### src/design/wrp_pkg.sv
`timescale 1ns / 1ps
// ----------------------------------------------------------------------------
// wrp_pkg
// Shared types and constants for the WAV RIFF header parser.
// ----------------------------------------------------------------------------
package wrp_pkg;

    // Item kinds on the input channel.
    localparam logic [1:0] KIND_BYTE    = 2'd0;
    localparam logic [1:0] KIND_EOF     = 2'd1;
    localparam logic [1:0] KIND_RESTART = 2'd2;

    // Error codes of a result.
    localparam logic [2:0] ERR_NONE      = 3'd0;
    localparam logic [2:0] ERR_BAD_TAGS  = 3'd1;
    localparam logic [2:0] ERR_SHORT_FMT = 3'd2;
    localparam logic [2:0] ERR_NO_FMT    = 3'd3;
    localparam logic [2:0] ERR_LIMIT     = 3'd4;
    localparam logic [2:0] ERR_TRUNCATED = 3'd5;

    // Big-endian views of the four-character tags as they shift in.
    localparam logic [31:0] TAG_RIFF = 32'h5249_4646;
    localparam logic [31:0] TAG_WAVE = 32'h5741_5645;
    localparam logic [31:0] TAG_FMT  = 32'h666D_7420;
    localparam logic [31:0] TAG_DATA = 32'h6461_7461;

    localparam logic [31:0] FMT_BODY_LEN        = 32'd16;
    localparam logic [3:0]  RIFF_HDR_LAST       = 4'd11;
    localparam logic [7:0]  DEFAULT_CHUNK_LIMIT = 8'd32;

    typedef struct packed {
        logic        valid;
        logic        ok;
        logic [2:0]  error_code;
        logic [31:0] sample_rate;
        logic [15:0] channel_count;
        logic [15:0] sample_bits;
        logic [31:0] data_length;
        logic [31:0] data_offset;
    } t_result;

endpackage

### src/design/wrp_in_if.sv
`timescale 1ns / 1ps
// ----------------------------------------------------------------------------
// wrp_in_if
// Input channel of the parser: one file byte, end of file or restart per item.
// ----------------------------------------------------------------------------
interface wrp_in_if;
    logic       valid;
    logic       ready;
    logic [1:0] kind;
    logic [7:0] data_byte;

    modport source (output valid, output kind, output data_byte, input ready);
    modport sink (input valid, input kind, input data_byte, output ready);
endinterface

### src/design/wrp_out_if.sv
`timescale 1ns / 1ps
// ----------------------------------------------------------------------------
// wrp_out_if
// Result channel of the parser: success or failure with the header fields.
// ----------------------------------------------------------------------------
interface wrp_out_if;
    logic        valid;
    logic        ready;
    logic        ok;
    logic [2:0]  error_code;
    logic [31:0] sample_rate;
    logic [15:0] channel_count;
    logic [15:0] sample_bits;
    logic [31:0] data_length;
    logic [31:0] data_offset;

    modport source (
        output valid, output ok, output error_code, output sample_rate,
        output channel_count, output sample_bits, output data_length,
        output data_offset, input ready
    );
    modport sink (
        input valid, input ok, input error_code, input sample_rate,
        input channel_count, input sample_bits, input data_length,
        input data_offset, output ready
    );
endinterface

### src/design/wrp_core.sv
`timescale 1ns / 1ps
// ----------------------------------------------------------------------------
// wrp_core
// Parse state machine: walks the RIFF header, chunk headers and chunk bodies one byte per
// accepted item and produces at most one result per item.
// ----------------------------------------------------------------------------
module wrp_core (
    input  logic             i_clk,
    input  logic             i_rst_n,
    input  logic             i_step,
    input  logic [1:0]       i_kind,
    input  logic [7:0]       i_data_byte,
    input  logic [7:0]       i_chunk_limit,
    output wrp_pkg::t_result o_res
);

    localparam logic [1:0] PH_RIFF  = 2'd0;
    localparam logic [1:0] PH_CHUNK = 2'd1;
    localparam logic [1:0] PH_FMT   = 2'd2;
    localparam logic [1:0] PH_SKIP  = 2'd3;

    // Control state.
    logic [1:0]  r_phase, n_phase;
    logic [31:0] r_byte_pos, n_byte_pos;
    logic [3:0]  r_fcnt, n_fcnt;
    logic [7:0]  r_chunks_seen, n_chunks_seen;
    logic        r_fmt_seen, n_fmt_seen;
    logic        r_finished, n_finished;
    logic        r_tags_bad, n_tags_bad;

    // Data state; always fully written before it is used.
    logic [31:0] r_tag, n_tag;
    logic [31:0] r_chunk_len, n_chunk_len;
    logic [32:0] r_skip, n_skip;
    logic [31:0] r_rate, n_rate;
    logic [15:0] r_channels, n_channels;
    logic [15:0] r_bits, n_bits;

    logic [7:0]  chunks_inc;
    logic [31:0] tag_shifted;
    logic [31:0] len_merged;
    logic [32:0] skip_odd;
    logic [32:0] skip_fmt;
    wrp_pkg::t_result res;

    assign chunks_inc  = (r_chunks_seen == 8'hFF) ? r_chunks_seen : r_chunks_seen + 8'd1;
    assign tag_shifted = {r_tag[23:0], i_data_byte};
    assign skip_odd    = {1'b0, len_merged} + {32'd0, len_merged[0]};
    assign skip_fmt    = {1'b0, r_chunk_len - wrp_pkg::FMT_BODY_LEN};

    // Length bytes arrive little-endian at header positions four to seven.
    always_comb begin
        len_merged = r_chunk_len;
        case (r_fcnt[1:0])
            2'd0:    len_merged[7:0]   = i_data_byte;
            2'd1:    len_merged[15:8]  = i_data_byte;
            2'd2:    len_merged[23:16] = i_data_byte;
            default: len_merged[31:24] = i_data_byte;
        endcase
    end

    always_comb begin
        n_phase       = r_phase;
        n_byte_pos    = r_byte_pos;
        n_fcnt        = r_fcnt;
        n_chunks_seen = r_chunks_seen;
        n_fmt_seen    = r_fmt_seen;
        n_finished    = r_finished;
        n_tags_bad    = r_tags_bad;
        n_tag         = r_tag;
        n_chunk_len   = r_chunk_len;
        n_skip        = r_skip;
        n_rate        = r_rate;
        n_channels    = r_channels;
        n_bits        = r_bits;
        res           = '0;

        if (i_step) begin
            unique case (i_kind)
                wrp_pkg::KIND_RESTART: begin
                    n_phase       = PH_RIFF;
                    n_byte_pos    = '0;
                    n_fcnt        = '0;
                    n_chunks_seen = '0;
                    n_fmt_seen    = 1'b0;
                    n_finished    = 1'b0;
                    n_tags_bad    = 1'b0;
                end
                wrp_pkg::KIND_EOF: begin
                    if (!r_finished) begin
                        res.valid      = 1'b1;
                        res.error_code = wrp_pkg::ERR_TRUNCATED;
                        n_finished     = 1'b1;
                    end
                end
                wrp_pkg::KIND_BYTE: begin
                    if (!r_finished) begin
                        n_byte_pos = r_byte_pos + 32'd1;
                        n_fcnt     = r_fcnt + 4'd1;
                        unique case (r_phase)
                            PH_RIFF: begin
                                // The middle four bytes (the RIFF size) do not shift in.
                                if (r_fcnt < 4'd4 || r_fcnt >= 4'd8) begin
                                    n_tag = tag_shifted;
                                end
                                if (r_fcnt == 4'd3 && tag_shifted != wrp_pkg::TAG_RIFF) begin
                                    n_tags_bad = 1'b1;
                                end
                                if (r_fcnt >= wrp_pkg::RIFF_HDR_LAST) begin
                                    if (r_tags_bad || tag_shifted != wrp_pkg::TAG_WAVE) begin
                                        res.valid      = 1'b1;
                                        res.error_code = wrp_pkg::ERR_BAD_TAGS;
                                        n_finished     = 1'b1;
                                    end else if (r_chunks_seen >= i_chunk_limit) begin
                                        res.valid      = 1'b1;
                                        res.error_code = wrp_pkg::ERR_LIMIT;
                                        n_finished     = 1'b1;
                                    end else begin
                                        n_phase = PH_CHUNK;
                                        n_fcnt  = '0;
                                    end
                                end
                            end
                            PH_CHUNK: begin
                                if (r_fcnt < 4'd4) begin
                                    n_tag = tag_shifted;
                                end else begin
                                    n_chunk_len = len_merged;
                                end
                                if (r_fcnt >= 4'd7) begin
                                    n_chunks_seen = chunks_inc;
                                    if (r_tag == wrp_pkg::TAG_FMT) begin
                                        if (len_merged < wrp_pkg::FMT_BODY_LEN) begin
                                            res.valid      = 1'b1;
                                            res.error_code = wrp_pkg::ERR_SHORT_FMT;
                                            n_finished     = 1'b1;
                                        end else begin
                                            n_phase = PH_FMT;
                                            n_fcnt  = '0;
                                        end
                                    end else if (r_tag == wrp_pkg::TAG_DATA) begin
                                        res.valid = 1'b1;
                                        n_finished = 1'b1;
                                        if (!r_fmt_seen) begin
                                            res.error_code = wrp_pkg::ERR_NO_FMT;
                                        end else begin
                                            res.ok            = 1'b1;
                                            res.error_code    = wrp_pkg::ERR_NONE;
                                            res.sample_rate   = r_rate;
                                            res.channel_count = r_channels;
                                            res.sample_bits   = r_bits;
                                            res.data_length   = len_merged;
                                            res.data_offset   = n_byte_pos;
                                        end
                                    end else if (skip_odd == '0) begin
                                        // The limit is judged with this header counted.
                                        if (chunks_inc >= i_chunk_limit) begin
                                            res.valid      = 1'b1;
                                            res.error_code = wrp_pkg::ERR_LIMIT;
                                            n_finished     = 1'b1;
                                        end else begin
                                            n_phase = PH_CHUNK;
                                            n_fcnt  = '0;
                                        end
                                    end else begin
                                        n_skip  = skip_odd;
                                        n_phase = PH_SKIP;
                                    end
                                end
                            end
                            PH_FMT: begin
                                case (r_fcnt)
                                    4'd2:    n_channels[7:0]  = i_data_byte;
                                    4'd3:    n_channels[15:8] = i_data_byte;
                                    4'd4:    n_rate[7:0]      = i_data_byte;
                                    4'd5:    n_rate[15:8]     = i_data_byte;
                                    4'd6:    n_rate[23:16]    = i_data_byte;
                                    4'd7:    n_rate[31:24]    = i_data_byte;
                                    4'd14:   n_bits[7:0]      = i_data_byte;
                                    4'd15:   n_bits[15:8]     = i_data_byte;
                                    default: ;
                                endcase
                                if (r_fcnt == 4'd15) begin
                                    n_fmt_seen = 1'b1;
                                    if (skip_fmt == '0) begin
                                        if (r_chunks_seen >= i_chunk_limit) begin
                                            res.valid      = 1'b1;
                                            res.error_code = wrp_pkg::ERR_LIMIT;
                                            n_finished     = 1'b1;
                                        end else begin
                                            n_phase = PH_CHUNK;
                                            n_fcnt  = '0;
                                        end
                                    end else begin
                                        n_skip  = skip_fmt;
                                        n_phase = PH_SKIP;
                                    end
                                end
                            end
                            default: begin
                                n_skip = r_skip - 33'd1;
                                if (r_skip <= 33'd1) begin
                                    if (r_chunks_seen >= i_chunk_limit) begin
                                        res.valid      = 1'b1;
                                        res.error_code = wrp_pkg::ERR_LIMIT;
                                        n_finished     = 1'b1;
                                    end else begin
                                        n_phase = PH_CHUNK;
                                        n_fcnt  = '0;
                                    end
                                end
                            end
                        endcase
                    end
                end
                default: ;
            endcase
        end
    end

    assign o_res = res;

    always_ff @(posedge i_clk) begin
        if (!i_rst_n) begin
            r_phase       <= PH_RIFF;
            r_byte_pos    <= '0;
            r_fcnt        <= '0;
            r_chunks_seen <= '0;
            r_fmt_seen    <= 1'b0;
            r_finished    <= 1'b0;
            r_tags_bad    <= 1'b0;
        end else begin
            r_phase       <= n_phase;
            r_byte_pos    <= n_byte_pos;
            r_fcnt        <= n_fcnt;
            r_chunks_seen <= n_chunks_seen;
            r_fmt_seen    <= n_fmt_seen;
            r_finished    <= n_finished;
            r_tags_bad    <= n_tags_bad;
        end
    end

    always_ff @(posedge i_clk) begin
        r_tag       <= n_tag;
        r_chunk_len <= n_chunk_len;
        r_skip      <= n_skip;
        r_rate      <= n_rate;
        r_channels  <= n_channels;
        r_bits      <= n_bits;
    end

    // A running skip always has bytes left to consume.
    a_skip_nonzero: assert property (@(posedge i_clk) disable iff (!i_rst_n)
        (r_phase == PH_SKIP && !r_finished) |-> (r_skip != '0))
        else $error("skip phase entered with nothing to skip");

    // Once a result has gone out, only a restart may change anything.
    a_quiet_after_result: assert property (@(posedge i_clk) disable iff (!i_rst_n)
        (i_step && r_finished && i_kind != wrp_pkg::KIND_RESTART) |-> !res.valid)
        else $error("result produced after the parse had finished");

    // Success requires a complete fmt chunk earlier in the file.
    a_ok_needs_fmt: assert property (@(posedge i_clk) disable iff (!i_rst_n)
        (res.valid && res.ok) |-> r_fmt_seen)
        else $error("success reported without a fmt chunk");

endmodule

### src/design/wav_riff_header_parser_unit.sv
`timescale 1ns / 1ps
// ----------------------------------------------------------------------------
// wav_riff_header_parser_unit
// Streaming WAV header parser with a one-deep result register.
// A result appears in the cycle after the item that completes it.
// Throughput: one item per cycle; the byte step and the result register
// overlap, so input stalls only while a waiting result is not taken.
// Reset: synchronous, active low; clears the parse state and the result
// register and sets chunk_limit to 32.
// ----------------------------------------------------------------------------
module wav_riff_header_parser_unit (
    input  logic       i_clk,
    input  logic       i_rst_n,
    wrp_in_if.sink     i_in_ch,
    wrp_out_if.source  o_out_ch,
    input  logic       i_cfg_we,
    input  logic [7:0] i_cfg_wdata
);

    logic             r_chunk_limit_valid;
    logic [7:0]       r_chunk_limit;
    wrp_pkg::t_result r_out, n_out;
    wrp_pkg::t_result core_res;
    logic             in_fire;
    logic             out_fire;

    assign in_fire        = i_in_ch.valid && i_in_ch.ready;
    assign out_fire       = r_out.valid && o_out_ch.ready;
    assign i_in_ch.ready  = !r_out.valid || o_out_ch.ready;

    wrp_core u_core (
        .i_clk         (i_clk),
        .i_rst_n       (i_rst_n),
        .i_step        (in_fire),
        .i_kind        (i_in_ch.kind),
        .i_data_byte   (i_in_ch.data_byte),
        .i_chunk_limit (r_chunk_limit),
        .o_res         (core_res)
    );

    always_ff @(posedge i_clk) begin
        if (!i_rst_n) begin
            r_chunk_limit       <= wrp_pkg::DEFAULT_CHUNK_LIMIT;
            r_chunk_limit_valid <= 1'b1;
        end else if (i_cfg_we) begin
            r_chunk_limit       <= i_cfg_wdata;
            r_chunk_limit_valid <= 1'b1;
        end
    end

    // A new item may replace the result only when the old one leaves now.
    always_comb begin
        n_out = r_out;
        if (out_fire) begin
            n_out.valid = 1'b0;
        end
        if (in_fire) begin
            n_out = core_res;
        end
    end

    always_ff @(posedge i_clk) begin
        if (!i_rst_n) begin
            r_out.valid <= 1'b0;
        end else begin
            r_out <= n_out;
        end
    end

    assign o_out_ch.valid         = r_out.valid;
    assign o_out_ch.ok            = r_out.ok;
    assign o_out_ch.error_code    = r_out.error_code;
    assign o_out_ch.sample_rate   = r_out.sample_rate;
    assign o_out_ch.channel_count = r_out.channel_count;
    assign o_out_ch.sample_bits   = r_out.sample_bits;
    assign o_out_ch.data_length   = r_out.data_length;
    assign o_out_ch.data_offset   = r_out.data_offset;

    a_ok_code_none: assert property (@(posedge i_clk) disable iff (!i_rst_n)
        (r_out.valid && r_out.ok) |-> (r_out.error_code == wrp_pkg::ERR_NONE))
        else $error("successful result carries an error code");

    a_fail_zero_fields: assert property (@(posedge i_clk) disable iff (!i_rst_n)
        (r_out.valid && !r_out.ok) |-> (r_out.error_code != wrp_pkg::ERR_NONE
            && r_out.sample_rate == '0 && r_out.data_length == '0
            && r_out.data_offset == '0))
        else $error("failed result has data fields or no error code");

    a_limit_loaded: assert property (@(posedge i_clk) disable iff (!i_rst_n)
        i_cfg_we |=> (r_chunk_limit_valid && r_chunk_limit == $past(i_cfg_wdata)))
        else $error("chunk limit write was lost");

endmodule

### src/flat_wrapper.sv
// flat-port wrapper written by rule: the top's interface ports become plain ports
module wav_riff_header_parser_unit_flat 
  (i_clk, i_rst_n, i_cfg_we, i_cfg_wdata, i_in_ch_valid, i_in_ch_kind, i_in_ch_data_byte, i_in_ch_ready, o_out_ch_valid, o_out_ch_ok, o_out_ch_error_code, o_out_ch_sample_rate, o_out_ch_channel_count, o_out_ch_sample_bits, o_out_ch_data_length, o_out_ch_data_offset, o_out_ch_ready);
  wrp_in_if i_in_ch_i ();
  wrp_out_if o_out_ch_i ();
  input  logic i_clk;
  input  logic i_rst_n;
  input  logic i_cfg_we;
  input  logic [7:0] i_cfg_wdata;
  input wire logic [$bits(i_in_ch_i.valid)-1:0] i_in_ch_valid;
  input wire logic [$bits(i_in_ch_i.kind)-1:0] i_in_ch_kind;
  input wire logic [$bits(i_in_ch_i.data_byte)-1:0] i_in_ch_data_byte;
  output wire logic [$bits(i_in_ch_i.ready)-1:0] i_in_ch_ready;
  output wire logic [$bits(o_out_ch_i.valid)-1:0] o_out_ch_valid;
  output wire logic [$bits(o_out_ch_i.ok)-1:0] o_out_ch_ok;
  output wire logic [$bits(o_out_ch_i.error_code)-1:0] o_out_ch_error_code;
  output wire logic [$bits(o_out_ch_i.sample_rate)-1:0] o_out_ch_sample_rate;
  output wire logic [$bits(o_out_ch_i.channel_count)-1:0] o_out_ch_channel_count;
  output wire logic [$bits(o_out_ch_i.sample_bits)-1:0] o_out_ch_sample_bits;
  output wire logic [$bits(o_out_ch_i.data_length)-1:0] o_out_ch_data_length;
  output wire logic [$bits(o_out_ch_i.data_offset)-1:0] o_out_ch_data_offset;
  input wire logic [$bits(o_out_ch_i.ready)-1:0] o_out_ch_ready;
  assign i_in_ch_i.valid = i_in_ch_valid;
  assign i_in_ch_i.kind = i_in_ch_kind;
  assign i_in_ch_i.data_byte = i_in_ch_data_byte;
  assign i_in_ch_ready = i_in_ch_i.ready;
  assign o_out_ch_valid = o_out_ch_i.valid;
  assign o_out_ch_ok = o_out_ch_i.ok;
  assign o_out_ch_error_code = o_out_ch_i.error_code;
  assign o_out_ch_sample_rate = o_out_ch_i.sample_rate;
  assign o_out_ch_channel_count = o_out_ch_i.channel_count;
  assign o_out_ch_sample_bits = o_out_ch_i.sample_bits;
  assign o_out_ch_data_length = o_out_ch_i.data_length;
  assign o_out_ch_data_offset = o_out_ch_i.data_offset;
  assign o_out_ch_i.ready = o_out_ch_ready;
  wav_riff_header_parser_unit u_core (.i_clk(i_clk), .i_rst_n(i_rst_n), .i_in_ch(i_in_ch_i), .o_out_ch(o_out_ch_i), .i_cfg_we(i_cfg_we), .i_cfg_wdata(i_cfg_wdata));
endmodule
### config.mk
export PLATFORM = sky130hd
export DESIGN_NAME = wav_riff_header_parser_unit_flat
export DESIGN_NICKNAME = d
export VERILOG_FILES = /design/src/design/wrp_pkg.sv /design/src/design/wrp_in_if.sv /design/src/design/wrp_out_if.sv /design/src/design/wrp_core.sv /design/src/design/wav_riff_header_parser_unit.sv /design/src/flat_wrapper.sv
export SDC_FILE = /design/constraint.sdc
export NUM_CORES = 1
export LEC_CHECK = 0
export ABC_AREA = 1
export BUFFER_PORTS_ARGS = -buffer_cell sky130_fd_sc_hd__buf_2
export CAP_MARGIN = 30
export CORE_ASPECT_RATIO = 0.5
export CORE_MARGIN = 4
export CORE_UTILIZATION = 28
export DETAILED_ROUTE_END_ITERATION = 7
export GPL_TIMING_DRIVEN = 0
export SYNTH_ARGS = -nofsm -noshare
export SYNTH_HDL_FRONTEND = slang
export SYNTH_SLANG_ARGS = --single-unit
### constraint.sdc
create_clock -name i_clk -period 9.92 [get_ports i_clk]
set_clock_uncertainty 0.2 [all_clocks]
set_input_delay 0.992 -clock i_clk [delete_from_list [all_inputs] [get_ports i_clk]]
set_output_delay 0.992 -clock i_clk [all_outputs]
set_load 0.005 [all_outputs]
==> Word-level counts from Yosys, hierarchy flattened <==
Cells that the tools add are included.
{ "op_classes": {"n_bitwise": 8, "eq_ne": 42, "reduce_logical": 37, "addsub": 6, "magnitude_cmp": 8, "n_mux": 106} }
{ "ops": {"columns": ["op", "count"], "rows": [
  ["$mux W128", 5],
  ["$mux W133", 3],
  ["$mux W33", 6],
  ["$pmux W32 S2", 2],
  ["$pmux W33 S3", 1],
  ["$mux W32", 3],
  ["$logic_not A33 Y1", 2],
  ["$eq A32 B31 Y1 const B", 2],
  ["$mux W8", 8],
  ["$ne A32 B31 Y1 const B", 2],
  ["$reduce_and A5 Y1", 12],
  ["$mux W4", 13],
  ["$add A32 B1 Y33", 1],
  ["$le A33 B1 Y1 const B", 1],
  ["$mux W3", 11],
  ["$sub A33 B1 Y33 const B", 1],
  ["$add A32 B1 Y32 const B", 1],
  ["$lt A32 B5 Y1 const B", 1],
  ["$sub A32 B5 Y32 const B", 1],
  ["$mux W2", 15],
  ["$mux W1", 26],
  ["$ne A2 B2 Y1 const B", 12],
  ["$eq A4 B3 Y1 const B", 4],
  ["$ge A8 B8 Y1", 2],
  ["other kinds (39)", 72]
]} }
{ "totals": {"out_inout_bits": 134, "word_cells": 234, "input_bits": 23, "ff_bits": 351} }

==> Logic depth before layout (Yosys ltp) <==
{ "depth": {"depth_word": 13, "mapped_depth": 27, "depth_no_buf": 25} }

==> Modules after synthesis <==
From an unflattened synthesis, not the netlist that was laid out.
{ "hier_totals": {"hier_cells": 2105, "area_unflattened_um2": 18341.3} }
{ "by_module_without_submodules": {"columns": ["mod", "area_each_um2", "seq_area_each_um2", "instances", "cells_per_inst"], "rows": [
  ["wrp_core", 14062.2, 5815.6, 1, 1931],
  ["wav_riff_header_parser_unit", 4279.1, 4144.0, 1, 174]
]} }

==> Worst setup path before layout <==
OpenSTA, ideal clock, no wires.
{ "synth_timing": {"kind": "input-to-reg", "startpoint": "in i_rst_n", "endpoint": "reg u_core.r_out (netlist bit u_core.o_out_ch.channel_count[0]), enable pin", "required_ns": 9.095, "setup_ns": 0.625, "path_stages": 4, "n_path_buf": 2, "t_arrival_ns": 7.013, "slack_ns": 2.081, "path_cell_list": "clkbuf_1 -> inv_1 -> clkbuf_1 -> nor2_1"} }
{ "synth_via": {"elab_chain_cells": 1} }
{ "synth_lines": {"columns": ["element", "line_no", "source"], "rows": [
  ["start, declared", "flat_wrapper.sv:7", "input logic i_rst_n;"],
  ["$reduce_and A2 Y1 (no source line)", null, null],
  ["end signal, assigned", "wav_riff_header_parser_unit.sv:66", "r_out <= n_out;"],
  ["end, declared", "wav_riff_header_parser_unit.sv:22", "wrp_pkg::t_result r_out, n_out;"]
]} }
No other way between the ends.
A chain may end at the register's enable or synchronous reset.

==> Worst setup path in the final report <==
{ "layout_timing": {"startpoint": "in i_in_ch_kind[1]", "endpoint": "reg u_core.u_core.r_rate[5], enable pin"} }
{ "layout_via": {"elab_chain_cells": 2} }
{ "layout_lines": {"columns": ["element", "line_no", "source"], "rows": [
  ["start, declared", "flat_wrapper.sv:11", "input wire logic [$bits(i_in_ch_i.kind)-1:0] i_in_ch_kind;"],
  ["$logic_not A2 Y1", "wrp_core.sv:79", "unique case (i_kind)"],
  ["$reduce_and A5 Y1 (no source line)", null, null],
  ["end signal, assigned", "wrp_core.sv:247", "r_rate <= n_rate;"],
  ["end, declared", "wrp_core.sv:35", "logic [31:0] r_rate, n_rate;"]
]} }
No other way between the ends.

==> run_results.csv <==
group,metric,value,unit
route,drc,0,
clocking,clk_pin_slew,0.06,ns
route,dr.pass1.iters,6,
timing,fmax,224,MHz
placement,dp_hpwl,43.9,mm
cells_and_area,layout_common_cells,"nand2_1 (519), nor2_1 (355), edfxtp_1 (293)",
route,drtIter0Drc,1430,
route,vias,15600,
run_status,status,"completed",
worst_setup_path,path_cells,"buf_2 -> nor2_1 -> clkinv_1 -> nor2_1 -> inv_1 -> nor2_2 -> inv_1 -> clkbuf_1 -> nor2_1 -> inv_1 -> nor3_2",
timing,min_period_over_period,0.449,
power,leakagePower,0.00837,uW
power,power_density,151,nW/um^2
floorplan,initial_core_util,0.283,
synth,synth_cells,2143,
cells_and_area,drive_gt1_frac,0.142,
hold_path,min_path_cells,0,
power,switching_share,0.233,
placement,gp_congestion,0.941,
placement,dpl_cell_area,20600,um^2
worst_setup_path,path_max_fanout,10,
worst_setup_path,timing.rr.end,"u_core.u_core.r_skip[3]",
power,ir_worst_vdd,0.0900,mV
clocking,cts_made_buffers,37,
clocking,h-tree-depth,2,
power,total_power,3290,uW
hold_path,whs_endpoint,"u_core.u_core.r_tag[31]",
global_routing,antenna_found_initial,0,
cells_and_area,final_area,21800,um^2
synth,ys_async_sr_fraction,0,
hold_path,min_from,"u_core.u_core.r_tag[23]",
cells_and_area,area_delta_synth_final,18.2,%
cells_and_area,final_common_cell,"nand2_1",
clocking,ctsHoldBuffers,0,
power,p_clk_frac,0.437,
timing,fin_ws,5.46,ns
route,totalWireLength,57.4,mm
cells_and_area,finalNetCount,2407,
clocking,cts_root_buffer,"clkbuf_16",
flow_run,maxCapViolCount,0,
synth,ys.flop_type,"edfxtp_1",
worst_setup_path,cp_slowest_cell,"nor3_2",
synth,syn_area,18500,um^2
cells_and_area,insertedDiodeCount,0,
floorplan,fp.dieH,190,um
floorplan,die-area,70400,um^2
worst_setup_path,r2r_start,"u_core.u_core.r_fcnt[0]",
power,seqPwrFrac,0.499,
worst_setup_path,crit_required,9.87,ns
placement,io_buffers,155,
worst_setup_path,setup.worst_path.end_class,"register",
worst_setup_path,start_kind,"primary input",
global_routing,overflow,0,
synth,syn_nets,2199,
power,p_comb_frac,0.063,
timing,whs,0.244,ns
clocking,cts_resized,0,
worst_setup_path,cp.buffers_inverters,6,
floorplan,dieWidth,371,um
timing,finalSetupViolCount,0,
worst_setup_path,r2r_setup_slack,5.67,ns
timing,hold_violations,0,
timing,tightest_slew,0.996,ns
synth,seq_area_frac_synth,0.539,
timing,drv_slew,0,
floorplan,num_rows,66,
worst_setup_path,critPathTopFamily,"simple AND/OR/NAND/NOR gates",
cells_and_area,final_cell_count_no_fill,3261,
clocking,cts_setup_buffers,0,
clocking,insertion_delay,0.56,ns
global_routing,track_usage,0.160,
global_routing,grt_max_degree,36,
worst_setup_path,arrival,4.41,ns
route,antenna_left,0,
placement,dp.cells,3196,
synth,yosys_warnings,0,
synth,synth.distinct_cells,58,
floorplan,boundaryPins,157,
placement,place_worst_setup_slack,4.90,ns
power,power.switching,765,uW
worst_setup_path,slowest_delay,0.75,ns
cells_and_area,num-fill-cells,6753,
hold_path,worstHoldPathType,"reg -> reg",
worst_setup_path,worstSetupPathType,"in -> reg",
timing,max_slew_margin,0.336,
route,wire_per_inst,17.6,um
floorplan,core,65200,um^2
power,p_int,2520,uW
clocking,tritoncts,"yes",
worst_setup_path,reg2regPathDepth,18,
synth,ys_ff_latch,351,
global_routing,grt_first_pass_wirelength,87.7,mm
global_routing,grt_pass1_vias,15100,
synth,postSynthAreaPerCell,8.62,um^2
route,avgViaCountPerCell,4.77,
timing,rsz0062_at_grt,"false",
timing,layout_min_cycle_time,4.46,ns
clocking,cts.path.max_buffers,3,
synth,synth_edf_count,293,
clocking,clkSinkCount,351,
==> worst register-to-register path, cell delays in order, from the launching register on <==
cell	delay [ns]
dfxtp_1	0.46
inv_1	0.14
ha_1	0.23
buf_6	0.15
buf_6	0.14
o21ai_0	0.23
ha_1	0.26
inv_1	0.12
nor2_8	0.18
nand2_2	0.09
nor2_4	0.18
nand2_1	0.09
xor2_1	0.26
nand3_1	0.11
nor2_1	0.41
nand2_1	0.20
a21oi_1	0.25
nor2_4	0.07
buf_12	0.18
==> layer usage <==
| layer | share of wire | routed length, um | track usage |
|---|---|---|---|
| met5 | 0 | 0 | 0 |
| met4 | 0.030 | 1720 | 0.0484 |
| met3 | 0.062 | 3540 | 0.0226 |
| met2 | 0.47 | 27000 | 0.269 |
| met1 | 0.44 | 25200 | 0.216 |
==> synth_stat cells, types with 31 or more instances <==
cell type    n  area, um^2
nand3_1    107         536
xor2_1      33         289
a21oi_1     82         410
clkbuf_1    36         135
nand2_2     31         194
nand4_1     41         257
nor2_1     357        1340
inv_1      266         998
o21ai_0     44         220
nand2_1    519        1950
edfxtp_1   293        8800
nor3_1      42         210
dfxtp_1     58        1160
ha_1        33         413
==> flip-flops by register name, indices dropped and copies added, names as in the netlist, 2 cells and up <==
name	cells
u_core.o_out_ch.channel_count	16
u_core.u_core.r_fcnt	4
u_core.o_out_ch.error_code	3
u_core.o_out_ch.data_length	32
u_core.u_core.r_chunk_len	32
u_core.u_core.r_channels	16
u_core.u_core.r_phase	2
u_core.o_out_ch.sample_rate	32
u_core.u_core.r_tag	32
u_core.r_chunk_limit	8
u_core.o_out_ch.sample_bits	16
u_core.u_core.r_byte_pos	32
u_core.u_core.r_chunks_seen	8
u_core.u_core.r_skip	33
u_core.u_core.r_bits	16
u_core.u_core.r_rate	32
u_core.o_out_ch.data_offset	32
==> through the flow <==
step / utilization / TNS (ns)
2_1_floorplan: - / 0
3_3_place_gp: 0.312 / -151.00
3_5_place_dp: 0.316 / 0
4_1_cts: 0.335 / 0
5_1_grt: 0.335 / 0
6_report: 0.335 / 0
==> how the worst max path moves through the flow <==
stage	from	to	slack (ns)	depth (start not counted)
6_report	i_in_ch_kind[1]	u_core.u_core.r_rate[5]	5.46	11
2_1_floorplan	i_rst_n	u_core.o_out_ch.channel_count[0]	2.08	4
5_1_grt	i_in_ch_kind[1]	u_core.u_core.r_rate[5]	5.22	11
3_3_place_gp	i_rst_n	u_core.o_out_ch.data_length[17]	-1.17	4
3_5_place_dp	i_in_ch_kind[1]	u_core.u_core.r_rate[3]	4.90	11
4_1_cts	i_in_ch_kind[1]	u_core.u_core.r_rate[5]	5.47	11
==> area by class of cell <==
type | instances | area [um^2] | area share
flip-flops and latches | 351 | 9960 | 0.456
clock buffers | 50 | 1060 | 0.0485
inverters | 277 | 1040 | 0.0477
well taps | 884 | 1110 | 0.0507
clock inverters | 15 | 184 | 0.00842
plain buffers | 47 | 230 | 0.0105
repair buffers | 169 | 986 | 0.0452
multi-input cells | 1468 | 7270 | 0.333
==> cell families after synthesis <==
family	share of synthesized area
xor gates and xnor gates	0.0223
adders and majority gates	0.0224
and+or+nand+nor	0.288
buffers and inverters	0.0689
AOI/OAI and AO/OA	0.0588
DFF	0.539
==> power groups by stage <==
stage / registers (uW) / clock network, uW / logic (uW)
3_3_place_gp: 1680 / 0 / 198
2_1_floorplan: 1680 / 0 / 106
3_5_place_dp: 1670 / 0 / 207
4_1_cts: 1640 / 1470 / 208
6_report: 1640 / 1440 / 208
5_1_grt: 1640 / 1530 / 226
Note: power is estimated with default switching activity, not from simulation.
